[src/hdl/hrp_pkg.sv]
`timescale 1ns / 1ps
// Shared types and constants for the hex record parser.
// No dependencies; imported by every module of the block.
package hrp_pkg;

  localparam logic [7:0] CHAR_COLON  = 8'h3A;
  localparam logic [7:0] CHAR_UPPER_A = 8'h41;
  localparam logic [7:0] DIGIT_OFS_LOW  = 8'd48;
  localparam logic [7:0] DIGIT_OFS_HIGH = 8'd55;
  localparam int unsigned QUEUE_DEPTH = 2;

  typedef enum logic [2:0] {
    BC_LEN    = 3'd0,
    BC_OFS_HI = 3'd1,
    BC_OFS_LO = 3'd2,
    BC_TYPE   = 3'd3,
    BC_DATA   = 3'd4,
    BC_CSUM   = 3'd5
  } byte_class_t;

  typedef enum logic [6:0] {
    PH_IDLE   = 7'b0000001,
    PH_LEN    = 7'b0000010,
    PH_OFS_HI = 7'b0000100,
    PH_OFS_LO = 7'b0001000,
    PH_TYPE   = 7'b0010000,
    PH_DATA   = 7'b0100000,
    PH_CSUM   = 7'b1000000
  } phase_t;

  typedef enum logic {
    KIND_DATA = 1'b0,
    KIND_END  = 1'b1
  } result_kind_t;

  typedef struct packed {
    byte_class_t cls;
    logic [7:0]  value;
  } byte_item_t;

  function automatic logic [7:0] digit_value(input logic [7:0] c);
    logic [7:0] v;
    if (c < CHAR_UPPER_A) begin
      v = c - DIGIT_OFS_LOW;
    end else begin
      v = c - DIGIT_OFS_HIGH;
    end
    return v;
  endfunction

endpackage

[src/hdl/hex_record_parser_unit.sv]
`timescale 1ns / 1ps
// Hex record parser, top level: one ASCII character per input transaction,
// one data byte or record-end per output transaction. Depends on hrp_pkg,
// hrp_front, hrp_queue and hrp_back.
//
// The block takes one character every clock cycle while the output keeps up;
// characters outside a record are dropped until a colon starts one. A pair of
// characters forms one byte; after its second character is accepted, each data
// byte or record end passes through a queue entry and then the output register
// before its output transaction can complete. The front end sets the rate: it
// pairs one character per cycle and pushes classified bytes into a two-entry
// queue, which absorbs output stalls; input ready drops only when that queue is
// full. The checksum is passed out with the record end and not verified.
module hex_record_parser_unit
  import hrp_pkg::*;
(
  input  logic        clk,
  input  logic        rst_n,
  input  logic        in_tvalid,
  output logic        in_tready,
  input  logic [7:0]  in_tdata,   // [7:0] character
  output logic        out_tvalid,
  input  logic        out_tready,
  output logic [47:0] out_tdata,  // [7:0] value, [23:8] address, [31:24] record_type,
                                  // [39:32] record_length, [47:40] data_index
  output logic        out_tuser   // [0] kind
);

  logic         push;
  byte_item_t   push_item;
  logic         q_full;
  logic         q_not_empty;
  byte_item_t   head_item;
  logic         pop;
  result_kind_t res_kind;
  logic [7:0]   res_value;
  logic [15:0]  res_address;
  logic [7:0]   res_type;
  logic [7:0]   res_length;
  logic [7:0]   res_index;

  hrp_front u_front (
    .clk        (clk),
    .rst_n      (rst_n),
    .char_valid (in_tvalid),
    .char_data  (in_tdata),
    .queue_full (q_full),
    .char_ready (in_tready),
    .push       (push),
    .push_item  (push_item)
  );

  hrp_queue u_queue (
    .clk       (clk),
    .rst_n     (rst_n),
    .push      (push),
    .push_item (push_item),
    .pop       (pop),
    .full      (q_full),
    .not_empty (q_not_empty),
    .head_item (head_item)
  );

  hrp_back u_back (
    .clk         (clk),
    .rst_n       (rst_n),
    .item_valid  (q_not_empty),
    .item        (head_item),
    .pop         (pop),
    .res_ready   (out_tready),
    .res_valid   (out_tvalid),
    .res_kind    (res_kind),
    .res_value   (res_value),
    .res_address (res_address),
    .res_type    (res_type),
    .res_length  (res_length),
    .res_index   (res_index)
  );

  assign out_tdata = {res_index, res_length, res_type, res_address, res_value};
  assign out_tuser = res_kind;

endmodule

[src/hdl/hrp_front.sv]
`timescale 1ns / 1ps
// Front end: colon search, character pairing and field classification.
// Depends on hrp_pkg; feeds classified bytes into hrp_queue.
module hrp_front
  import hrp_pkg::*;
(
  input  logic       clk,
  input  logic       rst_n,
  input  logic       char_valid,
  input  logic [7:0] char_data,
  input  logic       queue_full,
  output logic       char_ready,
  output logic       push,
  output byte_item_t push_item
);

  phase_t     phase_r, phase_nxt;
  logic       half_r, half_nxt;
  logic [3:0] high_r, high_nxt;
  logic [7:0] len_r, len_nxt;
  logic [7:0] cnt_r, cnt_nxt;
  logic [7:0] digit;
  logic [7:0] byte_val;
  logic [7:0] cnt_inc;
  logic       accept;

  assign char_ready = !queue_full;
  assign accept     = char_valid && char_ready;
  assign digit      = digit_value(char_data);
  assign byte_val   = {high_r, 4'h0} | digit;
  assign cnt_inc    = cnt_r + 8'd1;

  always_comb begin
    phase_nxt       = phase_r;
    half_nxt        = half_r;
    high_nxt        = high_r;
    len_nxt         = len_r;
    cnt_nxt         = cnt_r;
    push            = 1'b0;
    push_item.value = byte_val;
    push_item.cls   = BC_LEN;
    if (accept) begin
      if (phase_r == PH_IDLE) begin
        if (char_data == CHAR_COLON) begin
          phase_nxt = PH_LEN;
          half_nxt  = 1'b0;
          cnt_nxt   = 8'd0;
        end
      end else if (!half_r) begin
        high_nxt = digit[3:0];
        half_nxt = 1'b1;
      end else begin
        half_nxt = 1'b0;
        push     = 1'b1;
        case (phase_r)
          PH_LEN: begin
            push_item.cls = BC_LEN;
            len_nxt       = byte_val;
            phase_nxt     = PH_OFS_HI;
          end
          PH_OFS_HI: begin
            push_item.cls = BC_OFS_HI;
            phase_nxt     = PH_OFS_LO;
          end
          PH_OFS_LO: begin
            push_item.cls = BC_OFS_LO;
            phase_nxt     = PH_TYPE;
          end
          PH_TYPE: begin
            push_item.cls = BC_TYPE;
            phase_nxt     = (len_r == 8'd0) ? PH_CSUM : PH_DATA;
          end
          PH_DATA: begin
            push_item.cls = BC_DATA;
            cnt_nxt       = cnt_inc;
            if (cnt_inc >= len_r) begin
              phase_nxt = PH_CSUM;
            end
          end
          PH_CSUM: begin
            push_item.cls = BC_CSUM;
            phase_nxt     = PH_IDLE;
          end
          default: begin
            push      = 1'b0;
            phase_nxt = PH_IDLE;
          end
        endcase
      end
    end
  end

  always_ff @(posedge clk) begin
    if (!rst_n) begin
      phase_r <= PH_IDLE;
      half_r  <= 1'b0;
      high_r  <= 4'h0;
      len_r   <= 8'd0;
      cnt_r   <= 8'd0;
    end else begin
      phase_r <= phase_nxt;
      half_r  <= half_nxt;
      high_r  <= high_nxt;
      len_r   <= len_nxt;
      cnt_r   <= cnt_nxt;
    end
  end

  a_idle_no_half: assert property (@(posedge clk) disable iff (!rst_n)
    phase_r == PH_IDLE |-> !half_r)
    else $error("front holds a half byte while idle");

  a_push_on_pair: assert property (@(posedge clk) disable iff (!rst_n)
    push |-> accept && half_r)
    else $error("byte pushed without a completed character pair");

  a_data_count: assert property (@(posedge clk) disable iff (!rst_n)
    phase_r == PH_DATA |-> cnt_r < len_r)
    else $error("data count reached record length inside data phase");

endmodule

[src/hdl/hrp_queue.sv]
`timescale 1ns / 1ps
// Two-entry queue of classified bytes between front and back end.
// Depends on hrp_pkg.
module hrp_queue
  import hrp_pkg::*;
(
  input  logic       clk,
  input  logic       rst_n,
  input  logic       push,
  input  byte_item_t push_item,
  input  logic       pop,
  output logic       full,
  output logic       not_empty,
  output byte_item_t head_item
);

  localparam int unsigned PtrW = $clog2(QUEUE_DEPTH);
  localparam int unsigned CntW = $clog2(QUEUE_DEPTH + 1);

  byte_item_t          mem_r [QUEUE_DEPTH];
  logic [PtrW-1:0]     wr_ptr_r, rd_ptr_r;
  logic [CntW-1:0]     count_r;
  logic                do_push, do_pop;

  assign full      = (count_r == CntW'(QUEUE_DEPTH));
  assign not_empty = (count_r != '0);
  assign head_item = mem_r[rd_ptr_r];
  assign do_push   = push && !full;
  assign do_pop    = pop && not_empty;

  always_ff @(posedge clk) begin
    if (do_push) begin
      mem_r[wr_ptr_r] <= push_item;
    end
  end

  always_ff @(posedge clk) begin
    if (!rst_n) begin
      wr_ptr_r <= '0;
      rd_ptr_r <= '0;
      count_r  <= '0;
    end else begin
      if (do_push) begin
        wr_ptr_r <= (wr_ptr_r == PtrW'(QUEUE_DEPTH - 1)) ? '0 : wr_ptr_r + PtrW'(1);
      end
      if (do_pop) begin
        rd_ptr_r <= (rd_ptr_r == PtrW'(QUEUE_DEPTH - 1)) ? '0 : rd_ptr_r + PtrW'(1);
      end
      if (do_push && !do_pop) begin
        count_r <= count_r + CntW'(1);
      end else if (do_pop && !do_push) begin
        count_r <= count_r - CntW'(1);
      end
    end
  end

  a_no_overflow: assert property (@(posedge clk) disable iff (!rst_n)
    !(push && full))
    else $error("push into full queue");

  a_count_range: assert property (@(posedge clk) disable iff (!rst_n)
    count_r <= CntW'(QUEUE_DEPTH))
    else $error("queue count out of range");

  a_pop_frees: assert property (@(posedge clk) disable iff (!rst_n)
    full && pop |=> !full)
    else $error("pop from full queue did not free an entry");

endmodule

[src/hdl/hrp_back.sv]
`timescale 1ns / 1ps
// Back end: holds record header fields and forms result transactions.
// Depends on hrp_pkg; drains hrp_queue into the output register.
module hrp_back
  import hrp_pkg::*;
(
  input  logic         clk,
  input  logic         rst_n,
  input  logic         item_valid,
  input  byte_item_t   item,
  output logic         pop,
  input  logic         res_ready,
  output logic         res_valid,
  output result_kind_t res_kind,
  output logic [7:0]   res_value,
  output logic [15:0]  res_address,
  output logic [7:0]   res_type,
  output logic [7:0]   res_length,
  output logic [7:0]   res_index
);

  logic [7:0]   len_r;
  logic [15:0]  ofs_r;
  logic [7:0]   type_r;
  logic [7:0]   idx_r;
  logic         out_valid_r;
  result_kind_t kind_r;
  logic [7:0]   value_r;
  logic [15:0]  addr_r;
  logic [7:0]   otype_r;
  logic [7:0]   olen_r;
  logic [7:0]   oidx_r;

  assign pop         = item_valid && (!out_valid_r || res_ready);
  assign res_valid   = out_valid_r;
  assign res_kind    = kind_r;
  assign res_value   = value_r;
  assign res_address = addr_r;
  assign res_type    = otype_r;
  assign res_length  = olen_r;
  assign res_index   = oidx_r;

  always_ff @(posedge clk) begin
    if (!rst_n) begin
      len_r       <= 8'd0;
      ofs_r       <= 16'd0;
      type_r      <= 8'd0;
      idx_r       <= 8'd0;
      out_valid_r <= 1'b0;
      kind_r      <= KIND_DATA;
    end else begin
      if (pop && (item.cls == BC_DATA || item.cls == BC_CSUM)) begin
        out_valid_r <= 1'b1;
      end else if (res_ready) begin
        out_valid_r <= 1'b0;
      end
      if (pop) begin
        case (item.cls)
          BC_LEN: begin
            len_r <= item.value;
            idx_r <= 8'd0;
          end
          BC_OFS_HI: begin
            ofs_r <= {item.value, 8'h00};
          end
          BC_OFS_LO: begin
            ofs_r <= {ofs_r[15:8], item.value};
          end
          BC_TYPE: begin
            type_r <= item.value;
          end
          BC_DATA: begin
            kind_r <= KIND_DATA;
            idx_r  <= idx_r + 8'd1;
          end
          BC_CSUM: begin
            kind_r <= KIND_END;
          end
          default: begin
          end
        endcase
      end
    end
  end

  always_ff @(posedge clk) begin
    if (pop && (item.cls == BC_DATA || item.cls == BC_CSUM)) begin
      value_r <= item.value;
      otype_r <= type_r;
      olen_r  <= len_r;
      if (item.cls == BC_DATA) begin
        addr_r <= ofs_r + {8'h00, idx_r};
        oidx_r <= idx_r;
      end else begin
        addr_r <= ofs_r;
        oidx_r <= 8'd0;
      end
    end
  end

  a_result_follows: assert property (@(posedge clk) disable iff (!rst_n)
    pop && (item.cls == BC_DATA || item.cls == BC_CSUM) |=> out_valid_r)
    else $error("result byte popped without a result");

  a_end_index: assert property (@(posedge clk) disable iff (!rst_n)
    out_valid_r && kind_r == KIND_END |-> oidx_r == 8'd0)
    else $error("record end carries nonzero data index");

  a_data_in_range: assert property (@(posedge clk) disable iff (!rst_n)
    out_valid_r && kind_r == KIND_DATA |-> oidx_r < olen_r)
    else $error("data index beyond record length");

endmodule

[config.mk]
export PLATFORM = sky130hd
export DESIGN_NAME = hex_record_parser_unit
export DESIGN_NICKNAME = d
export VERILOG_FILES = /design/src/hdl/hrp_pkg.sv /design/src/hdl/hex_record_parser_unit.sv /design/src/hdl/hrp_front.sv /design/src/hdl/hrp_queue.sv /design/src/hdl/hrp_back.sv
export SDC_FILE = /design/constraint.sdc
export NUM_CORES = 1
export LEC_CHECK = 0
export CORE_UTILIZATION = 24
export CTS_CLUSTER_SIZE = 40
export DETAILED_ROUTE_END_ITERATION = 8
export DONT_BUFFER_PORTS = 1
export GPL_ROUTABILITY_DRIVEN = 0
export SYNTH_ARGS = -nofsm -noshare
export SYNTH_HDL_FRONTEND = slang
export SYNTH_HIERARCHICAL = 1
export SYNTH_SLANG_ARGS = --single-unit
[constraint.sdc]
create_clock -name clk -period 3.45 [get_ports clk]
set_input_delay 0.1725 -clock clk [delete_from_list [all_inputs] [get_ports clk]]
set_output_delay 0.1725 -clock clk [all_outputs]
set_load 0.02 [all_outputs]
Word-level counts from Yosys, hierarchy flattened. Memories as Yosys holds them, arrays and structs flattened. A register that Yosys moved wholly into a read port is not among the register bits. Cells that the tools add are included.

Register bits: 122. ROM bits: 0. RAM bits: 22. Memories kept: 1. Input bits: 12. Latch bits: 0.

Memory list: u_queue.mem_r (words 2, width 11, rd ports 1, clocked after memory_dff 1, write ports 1, RTL line hrp_queue.sv:20) `byte_item_t mem_r [QUEUE_DEPTH];`.

Shifts and indexed selects: 0. Add/subtract/negate cells: 9. Bitwise operators: 4. Magnitude comparators: 2. Reductions and logical operators: 35. Eq/ne operators: 16. Divide/modulo/power cells: 0. Muxes and demuxes: 36. Multiply operators: 0.

Operator list (number): two-way mux 8 bit (5); two-way mux 7 bit (5); case mux 7 bit (5 select lines) (1); case mux 16 bit (2 select lines) (1); adder 16 x 8 -> 16 bit (1); adder 8 x 1 -> 8 bit, second input constant (2); two-way mux 16 bit (1); case mux 8 bit (2 select lines) (1); nonzero test 2 bit (8); subtractor 8 x 6 -> 8 bit, second input constant (2); two-way mux 1 bit (15); case mux 3 bit (5 select lines) (1); AND reduction 2 bit (6); AND reduction 4 bit (3); two-way mux 3 bit (3); == test 8 x 6 -> 1 bit, second input constant (1); greater-or-equal comparator 8 bit (1); logical NOT 8 bit (1); less-than comparator 8 x 7 -> 1 bit, second input constant (1); OR 8 bit (1); == test 7 x 1 -> 1 bit, second input constant (1); == test 7 x 2 -> 1 bit, second input constant (1); == test 7 x 3 -> 1 bit, second input constant (1); == test 7 x 4 -> 1 bit, second input constant (1); 21 further kinds (38).

Logic depth before layout (Yosys ltp). Gate-level depths: netlist of the first run.

Depth in word-level cells: 11. Depth in mapped cells: 13. Depth with buffers taken out: 12.

Hierarchy. The synthesis of the first run kept the hierarchy.

By module, submodules not included: hrp_back (area an instance 3796.1 µm², times used 1, sequential area each 2282.2 µm², cells an instance 318); hrp_front (area an instance 1994.4 µm², times used 1, sequential area each 560.5 µm², cells an instance 248); hrp_queue (area an instance 1026.0 µm², times used 1, sequential area each 760.7 µm², cells an instance 59).

Worst setup path after synthesis of the first run. Ideal clock, no wire load.

Kind: register to register. From: register (tool-made name). To: register u_back.addr_r[0] (netlist: u_back/res_address[0]), enable pin. Path buffers: 0. Data arrival time: 2943 ps. Slack: 52 ps. Required time: 2995 ps. Library setup time: 455 ps. Stages on the path, launching flop included: 4. Cells stage by stage: dfxtp_1 mux2_2 nand2b_1 nor2_1.

RTL lines: to (signal assigned) (RTL line hrp_back.sv:92) `addr_r <= ofs_r + {8'h00, idx_r};`; to (signal assigned) (RTL line hrp_back.sv:95) `addr_r <= ofs_r;`; to (decl) (RTL line hrp_back.sv:29) `logic [15:0] addr_r;`.

==> results of run 1 <==
## metal layers
layer  GRT usage, %  share of wire, %  vias up
met2          17.00                46       83
met4          3.525              0.73        0
li1               -                 -     2239
met1          14.17                48     2150
met3          3.100               4.5        9
met5              0                 0        -
## flip-flops by register name, summed over array words and instances (netlist names), 2 cells and up, named ones only
name and flops:
u_queue/mem_r 22, u_back/type_r 8, u_back/len_r 8, u_back/ofs_r 16
u_back/res_address 16, u_back/res_type 8, u_queue/count_r 2, u_back/idx_r 8
u_front/phase_r 7, u_back/res_length 8, u_front/high_r 4, u_back/res_value 8
u_front/cnt_r 8, u_back/res_index 8, u_front/len_r 8
## logic make-up (layout without fill, tap and decap cells)
family / count (synthesis) / after routing
AOI/OAI and AO/OA: 119 / 119
xor gates and xnor gates: 34 / 34
adders and majority gates: 26 / 26
buffers and inverters: 54 / 63
DFF: 145 / 145
muxes: 35 / 35
and+or+nand+nor: 212 / 212
## placed cells by master (no fill, tap or decap), types with 3 or more instances in the layout
master	count
nand4_1	5
clkinv_4	3
clkbuf_16	18
o21a_1	4
edfxtp_1	70
and3_1	15
nand2b_1	5
ha_1	25
a22o_1	4
o21ai_0	33
nor3b_1	3
a21oi_1	20
and2_1	6
a21boi_1	18
or2_2	5
nor2b_1	23
nor2_1	30
clkbuf_1	3
mux2i_1	22
o211ai_1	4
or3b_1	3
a31oi_1	5
inv_1	26
nand2_1	61
a21o_1	9
clkinv_2	3
xor2_1	12
nand3_1	24
xnor2_1	22
or3_1	4
a21boi_0	4
nor4_1	3
dfxtp_1	75
mux2_2	13
## final cells by class
cell class | instances | area share (%)
Tap cell | 378 | 6.090
Timing Repair Buffer | 4 | 0.7089
Clock buffer | 21 | 5.945
Sequential cell | 145 | 46.40
Clock inverter | 11 | 1.369
Multi-Input combinational cell | 426 | 38.18
Inverter | 27 | 1.305
## path summary, 6_finish.rpt
kind	start	endpoint	slack (ps)	depth (start not counted)
worst max-delay path	register	u_back/idx_r[3]	700	6
worst min-delay path	rst_n	u_front/phase_r[0]	40	2
worst max register to register	register	u_back/idx_r[3]	700	6
worst min register to register	u_back/type_r[4]	u_back/res_type[4]	430	0
## where the power goes
part | total (mW) | leakage [nW] | internal (mW) | switching (mW)
sequential | 1.79 | 1.23 | 1.79 | 0.000333
clock | 1.76 | 0.274 | 1.04 | 0.721
combinational | 0.0715 | 1.36 | 0.0268 | 0.0447
total | 3.63 | 2.86 | 2.86 | 0.766
## what timing repair did
action	CTS	global route
endpoints found under the hold margin	54	0
hold buffers	1	0
endpoints found under the setup margin	0	0
==> qor.yml, run 1 <==
cts_setup_buffers: 0
synth_compound_area_share_pct: 11.53
overflow: 0
drv_slew: 0
synthAdderAreaFrac_pct: 4.883
dp_cells: 979
cellLeakagePower_nw: 2.863
max_slew_margin_pct: 50.70
synthSimpleGateAreaFrac_pct: 17.24
drv_cap: 0
ys_ff_latch: 145
fin_cells: 1012
crit_family: "simple AND/OR/NAND/NOR gates"
drc: 0
clock-sinks: 145
dp_hpwl_microns: 10520
viasPerCell: 4.428
cts_buffers: 17
grt_max_degree: 55
placed_area_sq_um: 7178
final.period_utilization_pct: 79.84
async_reset_ff_share_pct: 0
diodes: 0
cts.htree.levels: 4
ir_worst_vdd_mv: 0.2908
yosys-top-cells-area: "edfxtp_1, dfxtp_1, ha_1"
fin_tns_setup_ps: 0
clock_skew_ps: 10.55
rows: 61
status: "finished clean"
finish.utilization_pct: 27.88
whs_ps: 35.06
synth_top_area_share_pct: 30.84
cts_resized: 0
clkTransAtPathRegs_ps: 60
drive_gt1_share_pct: 11.20
netlist_instances: 625
min_path_type: "input port to register"
min_period_ps: 2754
firstDrtPassIters: 5
grt_pass1_wl_microns: 24000
synth_common_cells: "dfxtp_1, edfxtp_1, nand2_1"
area_delta_synth_final_pct: 13.93
fin_nets: 659
fin_ws_ps: 695.6
power_density_nw_per_um2: 467.2
track_usage_pct: 10.81
wire_per_inst_microns: 14.66
hold_violations: 0
setup_violations: 0
final-seq-area_sq_um: 3603
cts_tree: "yes"
die_area_sq_um: 29080
synth_xor_area_share_pct: 4.369
place_ws_ps: 701.8
crit_top_cell: "nor2_1"
critPathSlowestCell: "dfxtp_1"
cp.required_ps: 3740
syn_area_sq_um: 6817
critPathBufInv: 0
synth_most_common_cell: "dfxtp_1"
clock_latency_ps: 420
cp.arrival_ps: 3050
p_total_mw: 3.628
clock_path_buffers: 2
totalWireLength_microns: 14840
synth_top_family_by_area: "simple AND/OR/NAND/NOR gates"
yosysTopAreaCell: "edfxtp_1"
synth_edf_count: 70
initial_core_util_pct: 24.47
yosysSeqAreaShare_pct: 52.86
max_stage_delay_ps: 610
vias: 4481
critPathLaunchType: "register"
grt_pass1_vias: 4329
ios: 63
synth_cell_types: 72
die_y_microns: 170.5
ys_warn_count: 6
port_buffers: 0
cp_max_fo: 11
drt_iter0_drc: 396
synth_area_per_cell_sq_um: 10.91
path_class: "register to register"
synthFlopType: "dfxtp_1"
antenna_found_initial: 0
die_w_microns: 170.5
multi_input_area_sq_um: 2965
worst_pin_slew_ps: 737.6
clock-root-buffer: "clkbuf_16"
syn_nets: 663
antenna_left: 0
rsz0062_at_grt: "no"
crit_path_end_kind: "register"
fillCellCount: 2887
final_area_sq_um: 7766
core-area_sq_um: 27860
max_freq_mhz: 363.1
synthMuxAreaShare_pct: 5.378
path_cells: "mux2_2 -> nor2_1 -> nand3_1 -> or2_2 -> nand2_1 -> nor2_1"
No activity file was read; power rests on OpenSTA's default activity.
==> inputs of run 2 (changes only) <==
==> constraint.sdc (replaced) <==
create_clock -name clk -period 2.6 [get_ports clk]
set_input_delay 0.13 -clock clk [delete_from_list [all_inputs] [get_ports clk]]
set_output_delay 0.13 -clock clk [all_outputs]
set_load 0.02 [all_outputs]
==> qor.yml, run 2 (synthesis gave the netlist of run 1 again) <==
setup_violations: 0
drt_iter0_drc: 255
rsz0062_at_grt: "no"
grt_max_degree: 55
crit_start: "u_front/phase_r[3]"
hold_violations: 0
port_buffers: 0
endpoint: "u_queue/count_r[1]"
critPathLaunchType: "register"
fin_ws_ps: 129.6
max_freq_mhz: 404.8
grt_pass1_wl_microns: 24210
wire_per_inst_microns: 14.46
die_w_microns: 170.5
area_delta_synth_final_pct: 17.60
place_ws_ps: 39.70
cellLeakagePower_nw: 3.007
rows: 61
min_path_type: "input port to register"
cts.htree.levels: 4
drv_cap: 0
reg2reg_depth: 9
cts_tree: "yes"
min_period_ps: 2470
clock_path_buffers: 2
drive_gt1_share_pct: 15.27
die_y_microns: 170.5
finish.utilization_pct: 28.78
die_area_sq_um: 29080
clock-root-buffer: "clkbuf_16"
initial_core_util_pct: 24.47
clkTransAtPathRegs_ps: 60
vias: 4491
clock_latency_ps: 430
dp_hpwl_microns: 10550
firstDrtPassIters: 4
final_cell_mix: "dfxtp_1, edfxtp_1, nand2_1"
fin_nets: 680
antenna_left: 0
path_class: "register to register"
final_common_cell: "dfxtp_1"
drv_slew: 0
antenna_found_initial: 1
viasPerCell: 4.348
diodes: 0
clock-sinks: 145
cts_buffers: 17
status: "finished clean"
largest_reg_flops: 22
final.period_utilization_pct: 95.02
drc: 0
fin_tns_setup_ps: 0
worstReg2RegEnd: "u_queue/count_r[1]"
ir_worst_vdd_mv: 0.4288
ios: 63
worst_pin_slew_ps: 713.8
cp.arrival_ps: 2830
core-area_sq_um: 27860
crit_path_end_kind: "register"
power_density_nw_per_um2: 629.7
whs_ps: 32.21
r2r_start: "u_front/phase_r[3]"
track_usage_pct: 10.89
fillCellCount: 2852
totalWireLength_microns: 14940
regMostFlops: "u_queue/mem_r"
rrSetupSlack_ps: 130
clock_skew_ps: 13.36
cp.required_ps: 2960
overflow: 0
p_total_mw: 5.048
grt_pass1_vias: 4514
max_slew_margin_pct: 52.29
cp_max_fo: 4
[run 2: changes by cell type in the layout (fill, tap and decap cells not counted), moves of 3 or more]
cell / previous run / this run
inv_8: 1 / 4
buf_4: 2 / 19
clkbuf_1: 3 / 0
dlygate4sd3_1: 0 / 3
[run 2: power breakdown]
group,internal [mW],total (mW),switching (mW)
clock network,1.54,2.57,1.02
registers,2.38,2.38,0.000374
logic,0.0393,0.0993,0.0600
[run 2: per-stage QoR]
stage | instances | area [sq um]
CTS | 1033 | 7998
floorplan | 625 | 6819
global route | 1033 | 8016
global placement | 997 | 7326
detailed placement | 997 | 7326
finish | 1033 | 8016
[run 2: area by class of cell]
cell class | instances | area, sq um | area share [%]
multi-input combinational | 426 | 2982 | 37.19
timing repair buffer | 25 | 232.7 | 2.903
clock buffer | 17 | 425.4 | 5.307
clock inverter | 15 | 196.4 | 2.450
sequential | 145 | 3606 | 44.98
inverter | 27 | 101.3 | 1.264
tap | 378 | 473.0 | 5.900
[run 2: worst max-delay path: stages (launching register included)]
cell,delay (ps)
dfxtp_2,350
or4b_4,570
o211a_1,240
and3_4,150
o21bai_2,200
inv_2,80
nor2_2,40
ha_1,300
or3_1,350
a21boi_1,130
[run 2: worst min path at each step]
stage | start | to | slack [ps] | depth (start not counted)
after global placement | rst_n | u_front/phase_r[0] | 220 | 1
after CTS | in_tdata[6] | u_queue/mem_r[0][6] | 9 | 2
after global routing | in_tdata[1] | u_queue/mem_r[0][1] | 30 | 1
after detailed placement | rst_n | u_front/phase_r[0] | 220 | 1
after floorplan | rst_n | u_queue/wr_ptr_r | 250 | 1
final | in_tdata[6] | u_queue/mem_r[0][6] | 30 | 2
[run 2: per-layer routing]
metal | up-vias | wire length [microns] | track usage [%]
met3 | 16 | 800 | 3.539
met5 | - | 14 | 0
met2 | 93 | 6902 | 17.57
met4 | 2 | 189 | 3.995
met1 | 2099 | 7035 | 13.48
li1 | 2281 | - | -
[run 2: what timing repair did]
| item | in CTS | in global routing |
|---|---|---|
| setup endpoints to repair | 0 | 2 |
| gates resized for setup | 0 | 9 |
| buffers inserted | 0 | 0 |
| endpoints found under the hold margin | 54 | 0 |
| hold buffers | 4 | 0 |
